===== src/sv/msc_pkg.sv =====
// shared types and constants for the moon phase coverage shader
// no dependencies; imported by every module of the block
package msc_pkg;

    localparam int COORD_BITS_DEF    = 10;
    localparam int SUBPIXEL_BITS_DEF = 6;

    localparam int POS_W      = 16;
    localparam int RADIUS_W   = 12;
    localparam int PHASE_W    = 16;
    localparam int OPACITY_W  = 9;
    localparam int COLOR_W    = 24;
    localparam int CH_W       = 8;
    localparam int Q16_W      = 17;
    localparam int CFG_IDX_W  = 3;
    localparam int CFG_DATA_W = 24;

    localparam logic [POS_W-1:0]     CX_RST      = 16'd0;
    localparam logic [POS_W-1:0]     CY_RST      = 16'd0;
    localparam logic [RADIUS_W-1:0]  RADIUS_RST  = 12'd704;
    localparam logic [PHASE_W-1:0]   PHASE_RST   = 16'd32768;
    localparam logic [OPACITY_W-1:0] OPACITY_RST = 9'd256;
    localparam logic [COLOR_W-1:0]   LIT_RST     = 24'd15527670;

    localparam logic [OPACITY_W-1:0] OPACITY_ONE = 9'd256;
    localparam logic [OPACITY_W-1:0] OPACITY_MIN = 9'd1;

    localparam logic [Q16_W-1:0] ONE_Q16  = 17'd65536;
    localparam logic [Q16_W-1:0] HALF_Q16 = 17'd32768;

    // quarter-wave cosine polynomial
    localparam logic [14:0] QUARTER = 15'd16384;
    localparam logic [6:0]  COS_C0  = 7'd60;
    localparam logic [10:0] COS_C1  = 11'd1367;
    localparam logic [14:0] COS_C2  = 15'd16624;
    localparam logic [16:0] COS_C3  = 17'd80852;

    localparam logic [12:0] EARTHSHINE = 13'd5898;
    // ceil(2^18 / 3), exact for dividends below 2^17
    localparam logic [16:0] RECIP3     = 17'd87382;
    localparam logic [CH_W-1:0] MIN_ALPHA = 8'd3;
    localparam logic [CH_W-1:0] MAX_ALPHA = 8'd255;

    typedef enum logic [CFG_IDX_W-1:0] {
        CFG_CENTER_X  = 3'd0,
        CFG_CENTER_Y  = 3'd1,
        CFG_RADIUS    = 3'd2,
        CFG_PHASE     = 3'd3,
        CFG_OPACITY   = 3'd4,
        CFG_LIT_COLOR = 3'd5
    } t_cfg_idx;

    typedef struct packed {
        logic valid;
        logic drop;
    } t_ctl;

endpackage


===== src/sv/msc_cos.sv =====
// pipelined cosine of the phase register, Q16 magnitude and sign
// depends on msc_pkg; runs continuously on the live phase value
module msc_cos (
    input  logic                          i_clk,
    input  logic [msc_pkg::PHASE_W-1:0]   i_phase,
    output logic [msc_pkg::Q16_W-1:0]     o_mag,
    output logic                          o_neg
);
    import msc_pkg::*;

    logic [1:0]  quad;
    logic [13:0] frac;
    logic [14:0] q;
    logic [16:0] x;
    logic [33:0] xx;
    logic [22:0] p1;
    logic [27:0] p2;
    logic [31:0] p3;
    logic [33:0] p4;
    logic [17:0] t;

    logic [16:0] r_u0, r_u1, r_u2, r_u3;
    logic        r_neg0, r_neg1, r_neg2, r_neg3, r_neg;
    logic [10:0] r_r1;
    logic [14:0] r_r2;
    logic [16:0] r_r3;
    logic [16:0] r_mag;

    always_comb begin
        quad = i_phase[PHASE_W-1 -: 2];
        frac = i_phase[PHASE_W-3:0];
        q    = quad[0] ? (QUARTER - 15'(frac)) : 15'(frac);
        x    = {q, 2'b00};
        xx   = 34'(x) * 34'(x);
        p1   = 23'(r_u0) * 23'(COS_C0);
        p2   = 28'(r_r1) * 28'(r_u1);
        p3   = 32'(r_r2) * 32'(r_u2);
        p4   = 34'(r_r3) * 34'(r_u3);
        t    = p4[33:16];
    end

    always_ff @(posedge i_clk) begin
        r_u0   <= xx[32:16];
        r_neg0 <= (quad == 2'd1) || (quad == 2'd2);
        r_r1   <= COS_C1 - 11'(p1[22:16]);
        r_u1   <= r_u0;
        r_neg1 <= r_neg0;
        r_r2   <= COS_C2 - 15'(p2[27:16]);
        r_u2   <= r_u1;
        r_neg2 <= r_neg1;
        r_r3   <= COS_C3 - 17'(p3[31:16]);
        r_u3   <= r_u2;
        r_neg3 <= r_neg2;
        r_mag  <= (t >= 18'(ONE_Q16)) ? '0 : 17'(18'(ONE_Q16) - t);
        r_neg  <= r_neg3;
    end

    assign o_mag = r_mag;
    assign o_neg = r_neg;

endmodule


===== config.mk =====
export PLATFORM = sky130hd
export DESIGN_NAME = msc_cos
export DESIGN_NICKNAME = d
export VERILOG_FILES = /design/src/sv/msc_pkg.sv /design/src/sv/msc_cos.sv
export SDC_FILE = /design/constraint.sdc
export NUM_CORES = 2
export LEC_CHECK = 0
export ABC_AREA = 1
export BUFFER_PORTS_ARGS = -buffer_cell sky130_fd_sc_hd__buf_2
export CAP_MARGIN = 20
export CORE_MARGIN = 2
export CORE_UTILIZATION = 65
export CTS_CLUSTER_DIAMETER = 40
export DETAILED_ROUTE_END_ITERATION = 8
export MAX_ROUTING_LAYER = met4
export PLACE_DENSITY_LB_ADDON = 0.25
export SKIP_LAST_GASP = 1
export SLEW_MARGIN = 40
export SYNTH_ARGS = -nofsm -noshare
export SYNTH_HDL_FRONTEND = slang
export SYNTH_SLANG_ARGS = --single-unit

===== constraint.sdc =====
create_clock -name i_clk -period 9.48 [get_ports i_clk]
set_input_delay 0.948 -clock i_clk [delete_from_list [all_inputs] [get_ports i_clk]]
set_output_delay 0.948 -clock i_clk [all_outputs]
set_load 0.01 [all_outputs]

==> metrics <==
outcome=complete, no violations; CTS Buffer Depth=2; top cell type's share of synthesized area=0.379; worst-path cell with the longest stage delay=fa_1; clock slew at reported path FFs=0.06 ns; Overflow after GRT=0; Final ANT Viol Nets=0; Die Area=58,700 um^2; Worst Setup Slack, final=2.00 ns; layout cell share with drive strength beyond 1=0.0370; root buffer cell=clkbuf_16; most frequent cell after synthesis=inv_1; RePlAce Congestion=0.957; crit-path max FO=12; largest net degree at the start of global routing=19; worst reg2reg path depth=23; synth warn=0; Placement Setup Slack=1.55 ns; vias=29,400; placed insts=5,589; Worst Max-Slew Pin Slew=roughly 0.95 ns; Post-synth top flop=dfxtp_1; Non-Filler Instances=5,621; CTS tree=done; cell type with the largest total area after synthesis=fa_1; worst reg2reg path startpoint=r_u3[2]; clock skew=roughly 0.0074 ns; post-synth cell types=49; async set-reset flop share out of synthesis=0; area growth from synthesis to layout=3.20%; first-pass GRT wire length=149,000 um; Layout Nets=5,953; Hold/Removal Path Class=flop to flop; Syn Area/Cell=7.46 um^2; post-DP HPWL=71,300 um; Chip Height=roughly 240 um; initial antenna violation count=1; filler cell count=slightly below 5,000; post-CTS setup buffers=0; Remaining DRCs=0; core area=roughly 56,000 um^2; cell row count=87; clk sinks=131; Seq/Total Area, Yosys=0.0711; # Max-Cap Violations=0; Worst Path Arrival=roughly 7.9 ns; WL/cell=15.4 um; final hold violation count=0; Seq cells post-synth=131; Inserted Clock Buffers=17; worst reg2reg path endpoint=o_mag[8]; CP Launch Type=input port; H-Tree Depth=4; # diodes=0; Max transition margin=0.367; Die X=242 um; critical path endpoint category=flop; Cell Area, Synth=between 30,000 and 40,000 um^2; critical path startpoint=i_phase[0]; fin. max-slew vios=0; detailed-route vias per instance=5.23; hold buffers post-CTS=0; worst skew pair latency=0.46 ns; Pre-antenna DRT Iters=6; vias in the first global route=30,700; CP Capture Point=r_u0[13]; Detailed Route Iter0 Violations=1,726; CP required=9.87 ns; setup TNS=0 ns; R2R Setup Slk=about 2.8 ns; DRT Wirelength=86,700 um; Most common cell on crit path=inv_1; input/output buffers=34; Synth top cells by count=inv_1, nand2_1, fa_1; Overall Global Routing Usage=0.324; post-layout minimum cycle time=7.48 ns; Critical Path Max Stage Delay=0.53 ns; Syn Inst Count=4,948; RSZ-0062 raised after global routing=no; Post-synth EDFFs=0; top cells by area, synth=fa_1, inv_1, nand2_1, ha_1, dfxtp_1; Initial Util=0.656; I/O pins=35; fmax=0.134 GHz; Final setup viols=0; Setup CP Type=input port to flop; Final Cycle Share=0.789; CTS resizes=0
[routing by layer]
metal  wire [um]  global-route usage  vias up  part of all wire
met5           0                   -        -                 0
met4        2250              0.0931        0             0.026
met3        5870              0.0472      207             0.068
met2       41900               0.534      976              0.48
met1       36700               0.417    14200              0.42
li1            -                   -    14100                 -
[stage by stage]
step           area (um^2)   util  hold WS (ns)
5_1_grt              38100  0.677         0.343
2_1_floorplan        36900      -         0.310
4_1_cts              38100  0.677         0.334
6_report             38100  0.677         0.332
3_3_place_gp         37500  0.666         0.318
3_5_place_dp         37500  0.666         0.316
[logic make-up after synthesis]
family	Yosys count	synth area share
buf+inv	1578	0.161
other cells	2	0.000203
compound gates	249	0.0371
simple gates	1835	0.204
fa+ha+maj	1084	0.509
xor+xnor	69	0.0168
flops	131	0.0711
[cells in the final DEF (no fill, tap or decap), types with 11 or more instances in the layout]
master	n
a21oi_1	134
inv_2	11
buf_2	34
nand2_1	1329
nand4_1	37
dfxtp_1	112
dfxtp_2	19
inv_1	1401
nor2_1	212
nand3_1	138
nand2_2	24
ha_1	386
xor2_1	40
nor2_2	19
clkbuf_16	17
o21ai_0	61
o21bai_1	14
nor3_1	28
fa_1	698
xnor2_1	27
[worst max-delay path: cells and delay by family]
family	cells	cell delay, ns
AOI/OAI and AO/OA	3	0.54
xor gates and xnor gates	1	0.15
buffers and inverters	8	1.03
and+or+nand+nor	11	1.62
adders and majority gates	8	3.57
[registers in the layout, summed over array words and instances (netlist names), 9 cells and up]
name	count
r_r2	15
r_r3	17
r_u1	17
r_u0	17
r_r1	9
r_u3	17
o_mag	17
r_u2	17
[final cells by class]
cell class	instances	area [um^2]	area share
flip-flops and latches	131	2650	0.0695
clock inverters	14	166	0.00437
well taps	756	946	0.0248
inverters	1416	5320	0.140
multi-input cells	3247	28400	0.745
clock buffers	18	439	0.0115
repair buffers	39	208	0.00545
[how the worst min path moves through the flow]
stage / start / endpoint / slack [ns] / cells after the start
after global routing: r_neg0 / r_neg1 / 0.34 / 0
after detailed placement: r_neg3 / o_neg / 0.32 / 0
after global placement: r_neg1 / r_neg2 / 0.32 / 0
after floorplan: r_neg3 / o_neg / 0.31 / 0
after CTS: r_neg3 / o_neg / 0.33 / 0
final: r_neg3 / o_neg / 0.33 / 0
Power is left out: the tool's default activity adds up to more than one toggle a clock period on the data nets, which glitch-free logic cannot reach.
