`src/sv/msc_pkg.sv`:
```
// shared types and constants for the moon phase coverage shader
// no dependencies; imported by every module of the block
package msc_pkg;

    localparam int COORD_BITS_DEF    = 10;
    localparam int SUBPIXEL_BITS_DEF = 6;

    localparam int POS_W      = 16;
    localparam int RADIUS_W   = 12;
    localparam int PHASE_W    = 16;
    localparam int OPACITY_W  = 9;
    localparam int COLOR_W    = 24;
    localparam int CH_W       = 8;
    localparam int Q16_W      = 17;
    localparam int CFG_IDX_W  = 3;
    localparam int CFG_DATA_W = 24;

    localparam logic [POS_W-1:0]     CX_RST      = 16'd0;
    localparam logic [POS_W-1:0]     CY_RST      = 16'd0;
    localparam logic [RADIUS_W-1:0]  RADIUS_RST  = 12'd704;
    localparam logic [PHASE_W-1:0]   PHASE_RST   = 16'd32768;
    localparam logic [OPACITY_W-1:0] OPACITY_RST = 9'd256;
    localparam logic [COLOR_W-1:0]   LIT_RST     = 24'd15527670;

    localparam logic [OPACITY_W-1:0] OPACITY_ONE = 9'd256;
    localparam logic [OPACITY_W-1:0] OPACITY_MIN = 9'd1;

    localparam logic [Q16_W-1:0] ONE_Q16  = 17'd65536;
    localparam logic [Q16_W-1:0] HALF_Q16 = 17'd32768;

    // quarter-wave cosine polynomial
    localparam logic [14:0] QUARTER = 15'd16384;
    localparam logic [6:0]  COS_C0  = 7'd60;
    localparam logic [10:0] COS_C1  = 11'd1367;
    localparam logic [14:0] COS_C2  = 15'd16624;
    localparam logic [16:0] COS_C3  = 17'd80852;

    localparam logic [12:0] EARTHSHINE = 13'd5898;
    // ceil(2^18 / 3), exact for dividends below 2^17
    localparam logic [16:0] RECIP3     = 17'd87382;
    localparam logic [CH_W-1:0] MIN_ALPHA = 8'd3;
    localparam logic [CH_W-1:0] MAX_ALPHA = 8'd255;

    typedef enum logic [CFG_IDX_W-1:0] {
        CFG_CENTER_X  = 3'd0,
        CFG_CENTER_Y  = 3'd1,
        CFG_RADIUS    = 3'd2,
        CFG_PHASE     = 3'd3,
        CFG_OPACITY   = 3'd4,
        CFG_LIT_COLOR = 3'd5
    } t_cfg_idx;

    typedef struct packed {
        logic valid;
        logic drop;
    } t_ctl;

endpackage

```
`src/sv/msc_sqrt.sv`:
```
// two-lane pipelined integer square root, one root bit per stage
// depends on msc_pkg for the control struct; carries a payload alongside
module msc_sqrt #(
    parameter int SQ_N  = 23,
    parameter int PAY_W = 8
) (
    input  logic                 i_clk,
    input  logic                 i_rst_n,
    input  msc_pkg::t_ctl        i_ctl,
    input  logic [2*SQ_N-1:0]    i_rad_a,
    input  logic [2*SQ_N-1:0]    i_rad_b,
    input  logic [PAY_W-1:0]     i_pay,
    output msc_pkg::t_ctl        o_ctl,
    output logic [SQ_N-1:0]      o_root_a,
    output logic [SQ_N-1:0]      o_root_b,
    output logic [PAY_W-1:0]     o_pay
);
    import msc_pkg::*;

    localparam int RW = 2 * SQ_N;

    // returns {remainder, root} after one digit
    function automatic logic [2*SQ_N+1:0] sq_step(
        input logic [SQ_N+1:0] rem,
        input logic [SQ_N-1:0] root,
        input logic [1:0]      pair
    );
        logic [SQ_N+1:0] rem_t;
        logic [SQ_N+1:0] trial;
        rem_t = {rem[SQ_N-1:0], pair};
        trial = {root, 2'b01};
        if (rem_t >= trial) begin
            sq_step = {rem_t - trial, root[SQ_N-2:0], 1'b1};
        end else begin
            sq_step = {rem_t, root[SQ_N-2:0], 1'b0};
        end
    endfunction

    logic [RW-1:0]   r_rad_a  [0:SQ_N-1];
    logic [RW-1:0]   r_rad_b  [0:SQ_N-1];
    logic [SQ_N+1:0] r_rem_a  [0:SQ_N-1];
    logic [SQ_N+1:0] r_rem_b  [0:SQ_N-1];
    logic [SQ_N-1:0] r_root_a [0:SQ_N-1];
    logic [SQ_N-1:0] r_root_b [0:SQ_N-1];
    logic [PAY_W-1:0] r_pay   [0:SQ_N-1];
    t_ctl            r_ctl    [0:SQ_N-1];

    genvar g;
    generate
        for (g = 0; g < SQ_N; g++) begin : g_st
            logic [RW-1:0]     p_rad_a, p_rad_b;
            logic [SQ_N+1:0]   p_rem_a, p_rem_b;
            logic [SQ_N-1:0]   p_root_a, p_root_b;
            logic [PAY_W-1:0]  p_pay;
            t_ctl              p_ctl;
            logic [2*SQ_N+1:0] n_a, n_b;

            if (g == 0) begin : g_first
                assign p_rad_a  = i_rad_a;
                assign p_rad_b  = i_rad_b;
                assign p_rem_a  = '0;
                assign p_rem_b  = '0;
                assign p_root_a = '0;
                assign p_root_b = '0;
                assign p_pay    = i_pay;
                assign p_ctl    = i_ctl;
            end else begin : g_next
                assign p_rad_a  = r_rad_a[g-1];
                assign p_rad_b  = r_rad_b[g-1];
                assign p_rem_a  = r_rem_a[g-1];
                assign p_rem_b  = r_rem_b[g-1];
                assign p_root_a = r_root_a[g-1];
                assign p_root_b = r_root_b[g-1];
                assign p_pay    = r_pay[g-1];
                assign p_ctl    = r_ctl[g-1];
            end

            assign n_a = sq_step(p_rem_a, p_root_a, p_rad_a[RW-1 -: 2]);
            assign n_b = sq_step(p_rem_b, p_root_b, p_rad_b[RW-1 -: 2]);

            always_ff @(posedge i_clk) begin
                if (!i_rst_n) begin
                    r_ctl[g] <= '0;
                end else begin
                    r_ctl[g] <= p_ctl;
                end
            end

            always_ff @(posedge i_clk) begin
                r_rad_a[g]  <= {p_rad_a[RW-3:0], 2'b00};
                r_rad_b[g]  <= {p_rad_b[RW-3:0], 2'b00};
                r_rem_a[g]  <= n_a[2*SQ_N+1:SQ_N];
                r_rem_b[g]  <= n_b[2*SQ_N+1:SQ_N];
                r_root_a[g] <= n_a[SQ_N-1:0];
                r_root_b[g] <= n_b[SQ_N-1:0];
                r_pay[g]    <= p_pay;
            end
        end
    endgenerate

    assign o_ctl    = r_ctl[SQ_N-1];
    assign o_root_a = r_root_a[SQ_N-1];
    assign o_root_b = r_root_b[SQ_N-1];
    assign o_pay    = r_pay[SQ_N-1];

endmodule

```
`config.mk`:
```
export PLATFORM = sky130hd
export DESIGN_NAME = msc_sqrt
export DESIGN_NICKNAME = d
export VERILOG_FILES = /design/src/sv/msc_pkg.sv /design/src/sv/msc_sqrt.sv
export SDC_FILE = /design/constraint.sdc
export NUM_CORES = 2
export LEC_CHECK = 0
export BUFFER_PORTS_ARGS = -buffer_cell sky130_fd_sc_hd__clkbuf_2
export CAP_MARGIN = 20
export CORE_MARGIN = 2
export CORE_UTILIZATION = 30
export DETAILED_ROUTE_END_ITERATION = 7
export GPL_TIMING_DRIVEN = 0
export HOLD_SLACK_MARGIN = 0.12
export PLACE_DENSITY = 0.47
export SETUP_SLACK_MARGIN = 0.1
export SLEW_MARGIN = 10
export SYNTH_ARGS = -nofsm -noshare
export SYNTH_HDL_FRONTEND = slang
export SYNTH_MEMORY_MAX_BITS = 65536
export SYNTH_SLANG_ARGS = --single-unit
export TNS_END_PERCENT = 50
```
`constraint.sdc`:
```
create_clock -name i_clk -period 3.8 [get_ports i_clk]
set_clock_uncertainty 0.15 [all_clocks]
set_input_delay 0.19 -clock i_clk [delete_from_list [all_inputs] [get_ports i_clk]]
set_output_delay 0.19 -clock i_clk [all_outputs]
set_load 0.03 [all_outputs]
```
==> run metrics <==
status=completed; hold crit path type=reg2reg; DP Area=101500 µm²; Max-Cap Viols=0; IO buf count=159; GPL Wtd Cong=0.8862; critical path's slowest cell=dfxtp_2; final setup margin=0.1686 ns; endpoints failing hold=0; first-pass GRT wire length=325.6 mm; Worst Tran Pin Value=0.9357 ns; clk slew on worst S/H paths=0.06 ns; Reg2Reg Depth=11; dpl cells=13.39k; Int Pwr=57.68 mW; DRC violations left=0; synth unique cells=82; most common cell after layout, fill and taps aside=dfxtp_1; core footprint=317300 µm²; Final Slew Violations=0; Avg Cell Area, Syn=10.54 µm²; die height=567.9 µm; area delta synth->final=19.73%; Critical path buffers and inverters=3; post-layout min period=3.631 ns; leak pwr=52.94 nW; antenna violations before repair=3; CTS tree=done; CP most frequent cell=o21a_1; Synth Instances=9050; FMAX=275.4 MHz; initial core utilization=30.07%; post-DP HPWL=151.5 mm; mapped cell area=95390 µm²; number of enable-type register cells in the synthesized netlist=0; remaining antenna violation count=0; Synth Register Bits=2750; routed wire length=201.5 mm; WHS Path Cells=0; TritonCTS buffer count=305; FF-to-FF Start=r_root_a[1][92]; switching share of power=27.84%; power per cell area=699.9 nW/µm²; Crit Path Max Fanout=10; maximum vdd ir drop=0.3607 mV; crit path cell chain=inv_1 > ha_1 > o21a_1 > o21a_1 > o2111ai_1 > nand3_1 > a31oi_1 > nand2_1 > clkbuf_1 > clkbuf_2 > a21oi_1; R2R Setup Slk=0.17 ns; DRT iter0 DRCs=2708; clock group share of total power=37.3%; Met2 Wirelength=94.79 mm; DR pass1 iterations=6; largest net degree at the start of global routing=16; Crit. path cell count=11; Switch Pwr=22.25 mW; Worst EP arrival=4.22 ns; top sig layer=met5; Worst setup EP type=register; setup slack at placement=-0.5189 ns; sequential share of power=45.8%; relative slew slack=36.01%; Power Total=79.93 mW; overall routing resource usage=12.20%; Finished Layout Cells=14.15k; hold worst-path end=r_rad_a[0][99]; Worst Setup SP=r_root_a[1][92]; final setup fails=0; fin crit share=95.56%; share of flip-flops with an asynchronous set or reset=0%; total number of vias=62.16k; GRT Residual Overflow=0; CTS Buffer Depth=4; yosys warns=0; Top delay family on crit path=compound AO/OA/AOI/OAI gates; clock sinks=2750; # IOs=160; Worst R2R End=r_rem_a[1][129]; clk_lat worst skew=0.90 ns; register area share after synthesis=57.71%; critical path class=reg2reg; die extent in x=567.9 µm; vias per inst=4.394; hold path start=r_rad_a[0][53]; fill cell count=31.31k; Synth Flop Type=dfxtp_1; post-route met1 wirelength=89.14 mm; Design Area, Final=114200 µm²; RSZ-0062 raised after global routing=true; die area=322500 µm²; Site Rows=207; Crit path required time=4.39 ns; layout cells sized above 1=8.830%; vias in the first global route=62.83k; kind of start point of the critical path=register; root buffer cell=clkbuf_16; nets@finish=10.44k; Comb pwr share=16.9%; metal3 WL=8.129 mm; depth of the CTS H-tree=5; WL per Instance=14.24 µm; most frequent cells in the layout=2748 x dfxtp_1, 774 x inv_1, 600 x ha_1; worst stage delay on the critical path=0.47 ns
-- sequential cells by signal, indices dropped and copies added, names as in the netlist --
| register | count |
|---|---|
| r_rad_a | 506 |
| r_rad_b | 506 |
| r_root_a | 276 |
| r_rem_b | 478 |
| r_pay | 184 |
| r_ctl | 46 |
| r_rem_a | 478 |
| r_root_b | 276 |
-- cells in the mapped netlist, types with 15 or more instances --
library cell  count  share of area, %
a2111oi_0        15              0.14
a211oi_1         43              0.34
a21boi_0         36              0.28
a21o_1          216               1.7
a21oi_1         476               2.5
a31o_2           15              0.14
a31oi_1          39              0.26
and2_1           69              0.45
and3_1           33              0.22
clkbuf_1        132              0.52
dfxtp_1        2750                58
ha_1            600               7.9
inv_1           774               3.0
mux2_2          101               1.2
nand2_1         572               2.3
nand2b_1        126              0.83
nand3_1         123              0.65
nand3b_1         20              0.16
nand4_1          87              0.57
nor2_1          548               2.2
nor2b_1          82              0.54
nor3_1          216               1.1
nor3b_1          17              0.13
nor4_1          112              0.73
o211ai_1         26              0.20
o21a_1          135               1.1
o21ai_0         459               2.4
o21bai_1         39              0.31
o31ai_1          66              0.52
o41ai_1          16              0.15
or2_2            36              0.24
or3_1            68              0.45
or4_1            57              0.45
xnor2_1         396               3.6
xor2_1          335               3.1
-- final cells by class --
class                   instances  area (µm²)  area share, %
multi-input cells            5384       37120          32.50
plain buffers                 141       575.6         0.5039
flip-flops and latches       2750       55060          48.20
well taps                    4180        5230          4.579
inverters                     775        2909          2.547
diodes                          2       5.005       0.004382
clock inverters               115        1629          1.426
clock buffers                 422        8718          7.633
repair buffers                379        2977          2.606
-- metal layers --
layer,up-vias,track usage [%]
met4,2,5.660
met3,477,2.308
li1,32120,-
met2,1045,21.18
met1,28520,14.49
met5,-,0
-- cell families after synthesis --
family | Yosys count | share of synthesized area [%]
flip-flops | 2750 | 57.71
AND/OR/NAND/NOR | 2208 | 11.35
AO/OA/AOI/OAI | 1728 | 11.39
buffers and inverters | 917 | 3.616
XOR/XNOR | 731 | 6.712
adder cells (fa/ha/maj) | 600 | 7.870
multiplexers | 115 | 1.339
other | 1 | 0.003931
-- through the flow --
step,setup TNS [ns],hold WS [ns],util (%)
after floorplan,0,0.06772,-
after global placement,-27.13,0.1420,31.97
after detailed placement,-25.43,0.1439,31.98
after CTS,0,0.1315,35.95
after global routing,0,0.1422,36.00
final,0,0.1454,36.00
-- worst reg2reg max path, cell delays in order, from the launching register on --
cell and delay [ns]:
dfxtp_2 0.47, inv_1 0.08, ha_1 0.33, o21a_1 0.14, o21a_1 0.21, o2111ai_1 0.25, nand3_1 0.24, a31oi_1 0.35
nand2_1 0.33, clkbuf_1 0.36, clkbuf_2 0.35, a21oi_1 0.30
-- power groups by stage --
stage | Sequential [mW] | Combinational, mW | Clock, mW
finish | 36.6 | 13.5 | 29.8
floorplan | 36.2 | 10.2 | 0
global placement | 37.2 | 13.1 | 0
CTS | 36.7 | 13.6 | 31.0
global route | 37.2 | 15.2 | 32.2
detailed placement | 37.3 | 13.2 | 0
-- how the worst max path moves through the flow --
stage	endpoint	slack, ns
floorplan	r_rem_b[0][87]	0.55
global placement	r_rem_a[1][118]	-0.61
detailed placement	r_rem_a[1][119]	-0.52
CTS	r_rem_a[1][119]	0.07
global route	r_rem_a[1][119]	0.02
finish	r_rem_a[1][129]	0.17
-- repair_timing --
| action | CTS | global route |
|---|---|---|
| endpoints found under the hold margin | 148 | 0 |
| setup endpoints to repair | 201 | 185 |
| setup buffers | 2 | 5 |
| gates resized for setup | 42 | 43 |
| hold buffers | 210 | 0 |
| pin swaps | 1 | 2 |
Note: power is estimated with default switching activity, not from simulation.
