--- config.mk ---
export PLATFORM = sky130hd
export DESIGN_NAME = msc_shade
export DESIGN_NICKNAME = d
export VERILOG_FILES = /design/src/sv/msc_pkg.sv /design/src/sv/msc_shade.sv
export SDC_FILE = /design/constraint.sdc
export NUM_CORES = 2
export LEC_CHECK = 0
export BUFFER_PORTS_ARGS = -buffer_cell sky130_fd_sc_hd__buf_2
export CORE_MARGIN = 2
export CORE_UTILIZATION = 65
export CTS_CLUSTER_DIAMETER = 30
export DETAILED_ROUTE_END_ITERATION = 12
export PLACE_DENSITY = 0.86
export SETUP_SLACK_MARGIN = 0.2
export SLEW_MARGIN = 20
export SYNTH_ARGS = -nofsm -noshare
export SYNTH_HDL_FRONTEND = slang
export SYNTH_SLANG_ARGS = --single-unit
--- constraint.sdc ---
create_clock -name i_clk -period 10.8 [get_ports i_clk]
set_input_delay 0.54 -clock i_clk [delete_from_list [all_inputs] [get_ports i_clk]]
set_output_delay 0.54 -clock i_clk [all_outputs]
set_load 0.02 [all_outputs]
--- src/sv/msc_pkg.sv ---
// shared types and constants for the moon phase coverage shader
// no dependencies; imported by every module of the block
package msc_pkg;

    localparam int COORD_BITS_DEF    = 10;
    localparam int SUBPIXEL_BITS_DEF = 6;

    localparam int POS_W      = 16;
    localparam int RADIUS_W   = 12;
    localparam int PHASE_W    = 16;
    localparam int OPACITY_W  = 9;
    localparam int COLOR_W    = 24;
    localparam int CH_W       = 8;
    localparam int Q16_W      = 17;
    localparam int CFG_IDX_W  = 3;
    localparam int CFG_DATA_W = 24;

    localparam logic [POS_W-1:0]     CX_RST      = 16'd0;
    localparam logic [POS_W-1:0]     CY_RST      = 16'd0;
    localparam logic [RADIUS_W-1:0]  RADIUS_RST  = 12'd704;
    localparam logic [PHASE_W-1:0]   PHASE_RST   = 16'd32768;
    localparam logic [OPACITY_W-1:0] OPACITY_RST = 9'd256;
    localparam logic [COLOR_W-1:0]   LIT_RST     = 24'd15527670;

    localparam logic [OPACITY_W-1:0] OPACITY_ONE = 9'd256;
    localparam logic [OPACITY_W-1:0] OPACITY_MIN = 9'd1;

    localparam logic [Q16_W-1:0] ONE_Q16  = 17'd65536;
    localparam logic [Q16_W-1:0] HALF_Q16 = 17'd32768;

    // quarter-wave cosine polynomial
    localparam logic [14:0] QUARTER = 15'd16384;
    localparam logic [6:0]  COS_C0  = 7'd60;
    localparam logic [10:0] COS_C1  = 11'd1367;
    localparam logic [14:0] COS_C2  = 15'd16624;
    localparam logic [16:0] COS_C3  = 17'd80852;

    localparam logic [12:0] EARTHSHINE = 13'd5898;
    // ceil(2^18 / 3), exact for dividends below 2^17
    localparam logic [16:0] RECIP3     = 17'd87382;
    localparam logic [CH_W-1:0] MIN_ALPHA = 8'd3;
    localparam logic [CH_W-1:0] MAX_ALPHA = 8'd255;

    typedef enum logic [CFG_IDX_W-1:0] {
        CFG_CENTER_X  = 3'd0,
        CFG_CENTER_Y  = 3'd1,
        CFG_RADIUS    = 3'd2,
        CFG_PHASE     = 3'd3,
        CFG_OPACITY   = 3'd4,
        CFG_LIT_COLOR = 3'd5
    } t_cfg_idx;

    typedef struct packed {
        logic valid;
        logic drop;
    } t_ctl;

endpackage

--- src/sv/msc_shade.sv ---
// back end: limb coverage, terminator, earthshine and alpha, output register
// depends on msc_pkg; fed by the square root pipeline and the cosine unit
module msc_shade #(
    parameter int COORD_BITS    = 10,
    parameter int SUBPIXEL_BITS = 6,
    parameter int SQ_N          = 23,
    parameter int DX_W          = 17
) (
    input  logic                            i_clk,
    input  logic                            i_rst_n,
    input  msc_pkg::t_ctl                   i_ctl,
    input  logic [COORD_BITS-1:0]           i_x,
    input  logic [COORD_BITS-1:0]           i_y,
    input  logic signed [DX_W-1:0]          i_dx,
    input  logic [SQ_N-1:0]                 i_dist,
    input  logic [SQ_N-1:0]                 i_h,
    input  logic [msc_pkg::RADIUS_W-1:0]    i_radius,
    input  logic [msc_pkg::Q16_W-1:0]       i_ct_mag,
    input  logic                            i_ct_neg,
    input  logic                            i_waxing,
    input  logic [msc_pkg::OPACITY_W-1:0]   i_opacity,
    input  logic [msc_pkg::COLOR_W-1:0]     i_lit,
    output logic                            o_strobe,
    output logic [COORD_BITS-1:0]           o_out_x,
    output logic [COORD_BITS-1:0]           o_out_y,
    output logic                            o_write_pixel,
    output logic [msc_pkg::CH_W-1:0]        o_coverage_alpha,
    output logic [msc_pkg::CH_W-1:0]        o_out_red,
    output logic [msc_pkg::CH_W-1:0]        o_out_green,
    output logic [msc_pkg::CH_W-1:0]        o_out_blue
);
    import msc_pkg::*;

    localparam int UP     = 16 - SUBPIXEL_BITS;
    localparam int R16_W  = RADIUS_W + UP;
    localparam int DV_W   = (R16_W > SQ_N ? R16_W : SQ_N) + 2;
    localparam int DX16_W = DX_W + UP;
    localparam int MAG_W  = SQ_N + 1;
    localparam int SIDE_W = (DX16_W > MAG_W + 1 ? DX16_W : MAG_W + 1) + 1;

    // stage d: limb distance and terminator offset
    logic signed [DV_W-1:0]  dv;
    logic [Q16_W+SQ_N-1:0]   mag_prod;
    t_ctl                    r_d_ctl;
    logic [COORD_BITS-1:0]   r_d_x, r_d_y;
    logic [Q16_W-1:0]        r_d_disc;
    logic [MAG_W-1:0]        r_d_mag;
    logic signed [DX16_W-1:0] r_d_dx16;

    always_comb begin
        dv = $signed(DV_W'({i_radius, {UP{1'b0}}})) + $signed(DV_W'(HALF_Q16))
           - $signed(DV_W'(i_dist));
        mag_prod = (Q16_W+SQ_N)'(i_ct_mag) * (Q16_W+SQ_N)'(i_h);
    end

    // stage e: signed side of the terminator
    logic signed [SIDE_W-1:0] xt;
    logic signed [SIDE_W-1:0] n_side;
    t_ctl                     r_e_ctl;
    logic [COORD_BITS-1:0]    r_e_x, r_e_y;
    logic [Q16_W-1:0]         r_e_disc;
    logic signed [SIDE_W-1:0] r_e_side;

    always_comb begin
        xt = i_ct_neg ? -$signed(SIDE_W'(r_d_mag)) : $signed(SIDE_W'(r_d_mag));
        if (i_waxing) begin
            n_side = SIDE_W'(r_d_dx16) - xt;
        end else begin
            n_side = -xt - SIDE_W'(r_d_dx16);
        end
    end

    // stage f: one half plus 2*side/3 by reciprocal, then clamp into 0..1
    logic [SIDE_W-1:0] v;
    logic              sat;
    logic [16:0]       v2;
    logic [33:0]       q_prod;
    logic [15:0]       q;
    logic [17:0]       q_sum;
    logic [Q16_W-1:0]  n_term;
    t_ctl              r_f_ctl;
    logic [COORD_BITS-1:0] r_f_x, r_f_y;
    logic [Q16_W-1:0]  r_f_disc, r_f_term;

    always_comb begin
        v      = r_e_side[SIDE_W-1] ? SIDE_W'(-r_e_side) : SIDE_W'(r_e_side);
        sat    = |v[SIDE_W-1:16];
        v2     = {v[15:0], 1'b0};
        q_prod = 34'(v2) * 34'(RECIP3);
        q      = q_prod[33:18];
        q_sum  = 18'(HALF_Q16) + 18'(q);
        if (sat) begin
            n_term = r_e_side[SIDE_W-1] ? '0 : ONE_Q16;
        end else if (r_e_side[SIDE_W-1]) begin
            n_term = (17'(q) > HALF_Q16) ? '0 : HALF_Q16 - 17'(q);
        end else begin
            n_term = (q_sum > 18'(ONE_Q16)) ? ONE_Q16 : q_sum[16:0];
        end
    end

    // stage g: earthshine mix and opacity times limb
    logic [29:0]       es_prod;
    t_ctl              r_g_ctl;
    logic [COORD_BITS-1:0] r_g_x, r_g_y;
    logic [Q16_W-1:0]  r_g_k;
    logic [24:0]       r_g_od;

    assign es_prod = 30'(ONE_Q16 - r_f_term) * 30'(EARTHSHINE);

    // stage h: full product
    t_ctl              r_h_ctl;
    logic [COORD_BITS-1:0] r_h_x, r_h_y;
    logic [41:0]       r_h_p;

    // output stage: times 255, scale down, threshold
    logic [49:0]       ap;
    logic [CH_W-1:0]   alpha;
    logic              wr;

    always_comb begin
        ap    = (50'(r_h_p) << 8) - 50'(r_h_p);
        alpha = (|ap[49:48]) ? MAX_ALPHA : ap[47:40];
        wr    = r_h_ctl.valid && !r_h_ctl.drop && (alpha >= MIN_ALPHA);
    end

    always_ff @(posedge i_clk) begin
        if (!i_rst_n) begin
            r_d_ctl  <= '0;
            r_e_ctl  <= '0;
            r_f_ctl  <= '0;
            r_g_ctl  <= '0;
            r_h_ctl  <= '0;
            o_strobe <= 1'b0;
        end else begin
            r_d_ctl.valid <= i_ctl.valid;
            r_d_ctl.drop  <= i_ctl.drop || (dv <= 0);
            r_e_ctl  <= r_d_ctl;
            r_f_ctl  <= r_e_ctl;
            r_g_ctl  <= r_f_ctl;
            r_h_ctl  <= r_g_ctl;
            o_strobe <= r_h_ctl.valid;
        end
    end

    always_ff @(posedge i_clk) begin
        r_d_x    <= i_x;
        r_d_y    <= i_y;
        r_d_disc <= (dv > $signed(DV_W'(ONE_Q16))) ? ONE_Q16 : dv[Q16_W-1:0];
        r_d_mag  <= mag_prod[Q16_W+SQ_N-1:16];
        r_d_dx16 <= DX16_W'(i_dx) <<< UP;

        r_e_x    <= r_d_x;
        r_e_y    <= r_d_y;
        r_e_disc <= r_d_disc;
        r_e_side <= n_side;

        r_f_x    <= r_e_x;
        r_f_y    <= r_e_y;
        r_f_disc <= r_e_disc;
        r_f_term <= n_term;

        r_g_x    <= r_f_x;
        r_g_y    <= r_f_y;
        r_g_k    <= r_f_term + 17'(es_prod[29:16]);
        r_g_od   <= 25'(i_opacity) * 25'(r_f_disc);

        r_h_x    <= r_g_x;
        r_h_y    <= r_g_y;
        r_h_p    <= 42'(r_g_od) * 42'(r_g_k);

        o_out_x          <= r_h_x;
        o_out_y          <= r_h_y;
        o_write_pixel    <= wr;
        o_coverage_alpha <= wr ? alpha : '0;
        o_out_red        <= wr ? i_lit[23:16] : '0;
        o_out_green      <= wr ? i_lit[15:8] : '0;
        o_out_blue       <= wr ? i_lit[7:0] : '0;
    end

endmodule

==> results.sh <==
export IMPL_crit_start="r_e_side[0]"
export IMPL_cp_num_cells=35
export IMPL_num_rows=104
export IMPL_fin_setup_tns_ns=0
export IMPL_slew_violations=0
export IMPL_rr_startpoint="r_e_side[0]"
export IMPL_post_cts_resized=0
export IMPL_hold_class="input pin to flip-flop"
export IMPL_grt_pass1_vias=43800
export IMPL_cp_slowest_stage_delay_ns=0.61
export IMPL_min_period_ns=8.89
export IMPL_synth_distinct_cells=89
export IMPL_clock_latency_ns=0.63
export IMPL_crit_path_frequent_cell="inv_1"
export IMPL_clock_skew_final_ns=0.0524
export IMPL_max_freq_ghz=0.113
export IMPL_die_w_um=289
export IMPL_crit_path_end="r_f_term[7]"
export IMPL_worstMarginPinSlew_ns=1.20
export IMPL_path_class="flip-flop to flip-flop"
export IMPL_min_period_over_period=0.823
export IMPL_hold_viol_final=0
export IMPL_antenna_found_initial=1
export IMPL_nets=7644
export IMPL_synth_main_ff_cell="dfxtp_1"
export IMPL_synth_top_area_share=0.338
export IMPL_final_layout_size_suffix_gt1_frac=0.0641
export IMPL_place_gp_congestion=0.918
export IMPL_wirelength_mm=123
export IMPL_ys_seq_elements=385
export IMPL_antenna_cells=0
export IMPL_ant_nets=0
export IMPL_cts_max_level=3
export IMPL_worstPathRequired_ns=11.31
export IMPL_syn_inst=5810
export IMPL_synth_edf_count=0
export IMPL_rrSetupSlack_ns=1.91
export IMPL_arrival_ns=9.40
export IMPL_drt_iter0_drc=2707
export IMPL_startpoint_type="flip-flop"
export IMPL_area_delta_synth_final_pct=8.75
export IMPL_dp_hpwl_mm=94.6
export IMPL_grt_max_degree=50
export IMPL_path_clk_slew_ns=0.05
export IMPL_max_slew_margin=0.179
export IMPL_grt_setup_unrepaired="no"
export IMPL_clockRootBuffer="clkbuf_16"
export IMPL_setup_viol_count_final=0
export IMPL_ys_async_sr_fraction=0
export IMPL_numPortBuffers=204
export IMPL_syn_area_per_cell_um2=9.12
export IMPL_numCtsBuffers=69
export IMPL_cts_path_max_buffers=3
export IMPL_maxCapViolCount=0
export IMPL_synthesis_nets=7490
export IMPL_ys_seq_area_frac=0.145
export IMPL_cp_top_family="adder cells"
export IMPL_io_pins=205
export IMPL_grt_overflow=0
export IMPL_coreArea_um2=80500
export IMPL_status="completed"
export IMPL_track_usage=0.305
export IMPL_worst_setup_path_end_kind="flip-flop"
export IMPL_netlist_area_um2=53000
export IMPL_drcViolationCount=0
export IMPL_yosysWarnings=0
export IMPL_cts_tree="done"
export IMPL_crit_fanout=12
export IMPL_grt_pass1_wl_mm=207
export IMPL_synth_top_cell_by_area="fa_1"
export IMPL_detail_route_wl_per_cell_um=17.4
export IMPL_via_per_inst=5.68
export IMPL_synth_area_leaders="fa_1 34%, ha_1 15%, dfxtp_1 15%, inv_1 8.5%, nand2_1 5.4%"
export IMPL_first_pass_iters=8
export IMPL_die_h_um=289
export IMPL_dieArea_um2=83800
export IMPL_cp_buffers_inverters=8
export IMPL_vias=40200
export IMPL_initial_core_util=0.658
export IMPL_hold_ws_ns=0.0215
export IMPL_r2r_end="r_f_term[7]"
export IMPL_cp_slowest_cell="xor2_1"
export IMPL_cts_num_sinks=385
export IMPL_r2r_cells=35
[layout make-up]
type	count	area (um2)
inverters	1206	4530
multi-input cells	4050	40100
flip-flops and latches	385	7710
repair buffers	252	1460
well taps	1060	1330
clock inverters	51	696
fillers	5523	22900
clock buffers	75	1800
[worst min-delay path by stage]
stage / cells after the start / slack (ns) / startpoint / end
floorplan: 0 / 0.31 / r_h_x[0] / o_out_x[0]
global placement: 0 / 0.31 / r_e_disc[9] / r_f_disc[9]
detailed placement: 0 / 0.31 / r_h_x[2] / o_out_x[2]
CTS: 1 / 0.00008 / i_dx[8] / r_d_dx16[18]
global route: 1 / 0.0003 / i_dx[8] / r_d_dx16[18]
finish: 1 / 0.02 / i_dx[0] / r_d_dx16[10]
[state kept, by name, summed over array words and instances (netlist names), 17 cells and up]
register / count
r_f_disc: 17
r_f_term: 17
r_d_dx16: 17
r_g_od: 25
r_h_p: 42
r_d_disc: 17
r_e_side: 28
r_d_mag: 24
r_e_disc: 17
r_g_k: 17
[kinds of logic after synthesis]
| kind of cell | share of synthesized area |
|---|---|
| DFF | 0.145 |
| xor gates and xnor gates | 0.0420 |
| buffers and inverters | 0.0978 |
| muxes | 0.00198 |
| and+or+nand+nor | 0.146 |
| AOI/OAI and AO/OA | 0.0785 |
| adders and majority gates | 0.488 |
[cells in the mapped netlist (6+ instances only)]
cell type     n
a2111oi_0     6
a211oi_1     20
a21boi_0     11
a21o_1      110
a21oi_1     179
a31oi_1      24
and2_1      380
and3_1       23
clkbuf_1    162
dfxtp_1     385
fa_1        894
ha_1        635
inv_1      1206
mux2i_1       6
nand2_1     769
nand2b_1     38
nand3_1      45
nand3b_1      6
nand4_1      18
nor2_1      166
nor2b_1      27
nor3_1       67
nor4_1       17
o2111ai_1     6
o211ai_1      6
o21a_1       34
o21ai_0     125
o21bai_1     10
o22ai_1      10
o31ai_1      14
o41ai_1       7
or2_2         8
or3_1        22
or4_1         9
xnor2_1     157
xor2_1       97
[per-stage QoR]
stage | instance area, um2 | setup slack, ns | util | std cells
after floorplan | 53000 | 3.09 | - | 5810
after detailed placement | 54800 | 2.02 | 0.680 | 6922
after global routing | 57600 | 1.27 | 0.715 | 7079
final | 57600 | 1.91 | 0.715 | 7079
after CTS | 57600 | 1.98 | 0.715 | 7079
after global placement | 54800 | 2.38 | 0.680 | 6922
[per-layer routing]
layer	up-vias	track usage	routed length [um]	share of wire
li1	18300	-	-	-
met2	1677	0.542	62400	0.51
met1	19800	0.364	46700	0.38
met5	-	0	13	0.00011
met3	471	0.0484	8700	0.070
met4	2	0.134	5570	0.045
[placed cells by master, fill, tap and decap left out, types with 9 or more instances in the layout]
cell           netlist  routed
dlygate4sd3_1        0      31
and3_1              23      23
and2_1             380     380
clkbuf_16            0      69
ha_1               635     635
inv_1             1206    1206
nor3_1              67      67
a21oi_1            179     179
nor2b_1             27      27
xor2_1              97      97
or4_1                9       9
nand4_1             18      18
nand3_1             45      45
a31oi_1             24      24
nand2_1            769     769
a21boi_0            11      11
buf_4                1      17
dfxtp_1            385     383
fa_1               894     894
buf_2                0     204
o21a_1              34      34
o21bai_1            10      10
xnor2_1            157     157
or3_1               22      22
nand2b_1            38      38
o21ai_0            125     125
o22ai_1             10      10
a21o_1             110     110
nor2_1             166     165
nor4_1              17      17
a211oi_1            20      20
o31ai_1             14      14
[timing repair]
action | CTS | global route
buffers inserted | 0 | 0
endpoints found under the hold margin | 31 | 0
hold buffers | 31 | 0
endpoints found under the setup margin | 0 | 0
Power is left out: the tool's default activity adds up to more than one toggle a clock period on the data nets, which glitch-free logic cannot reach.
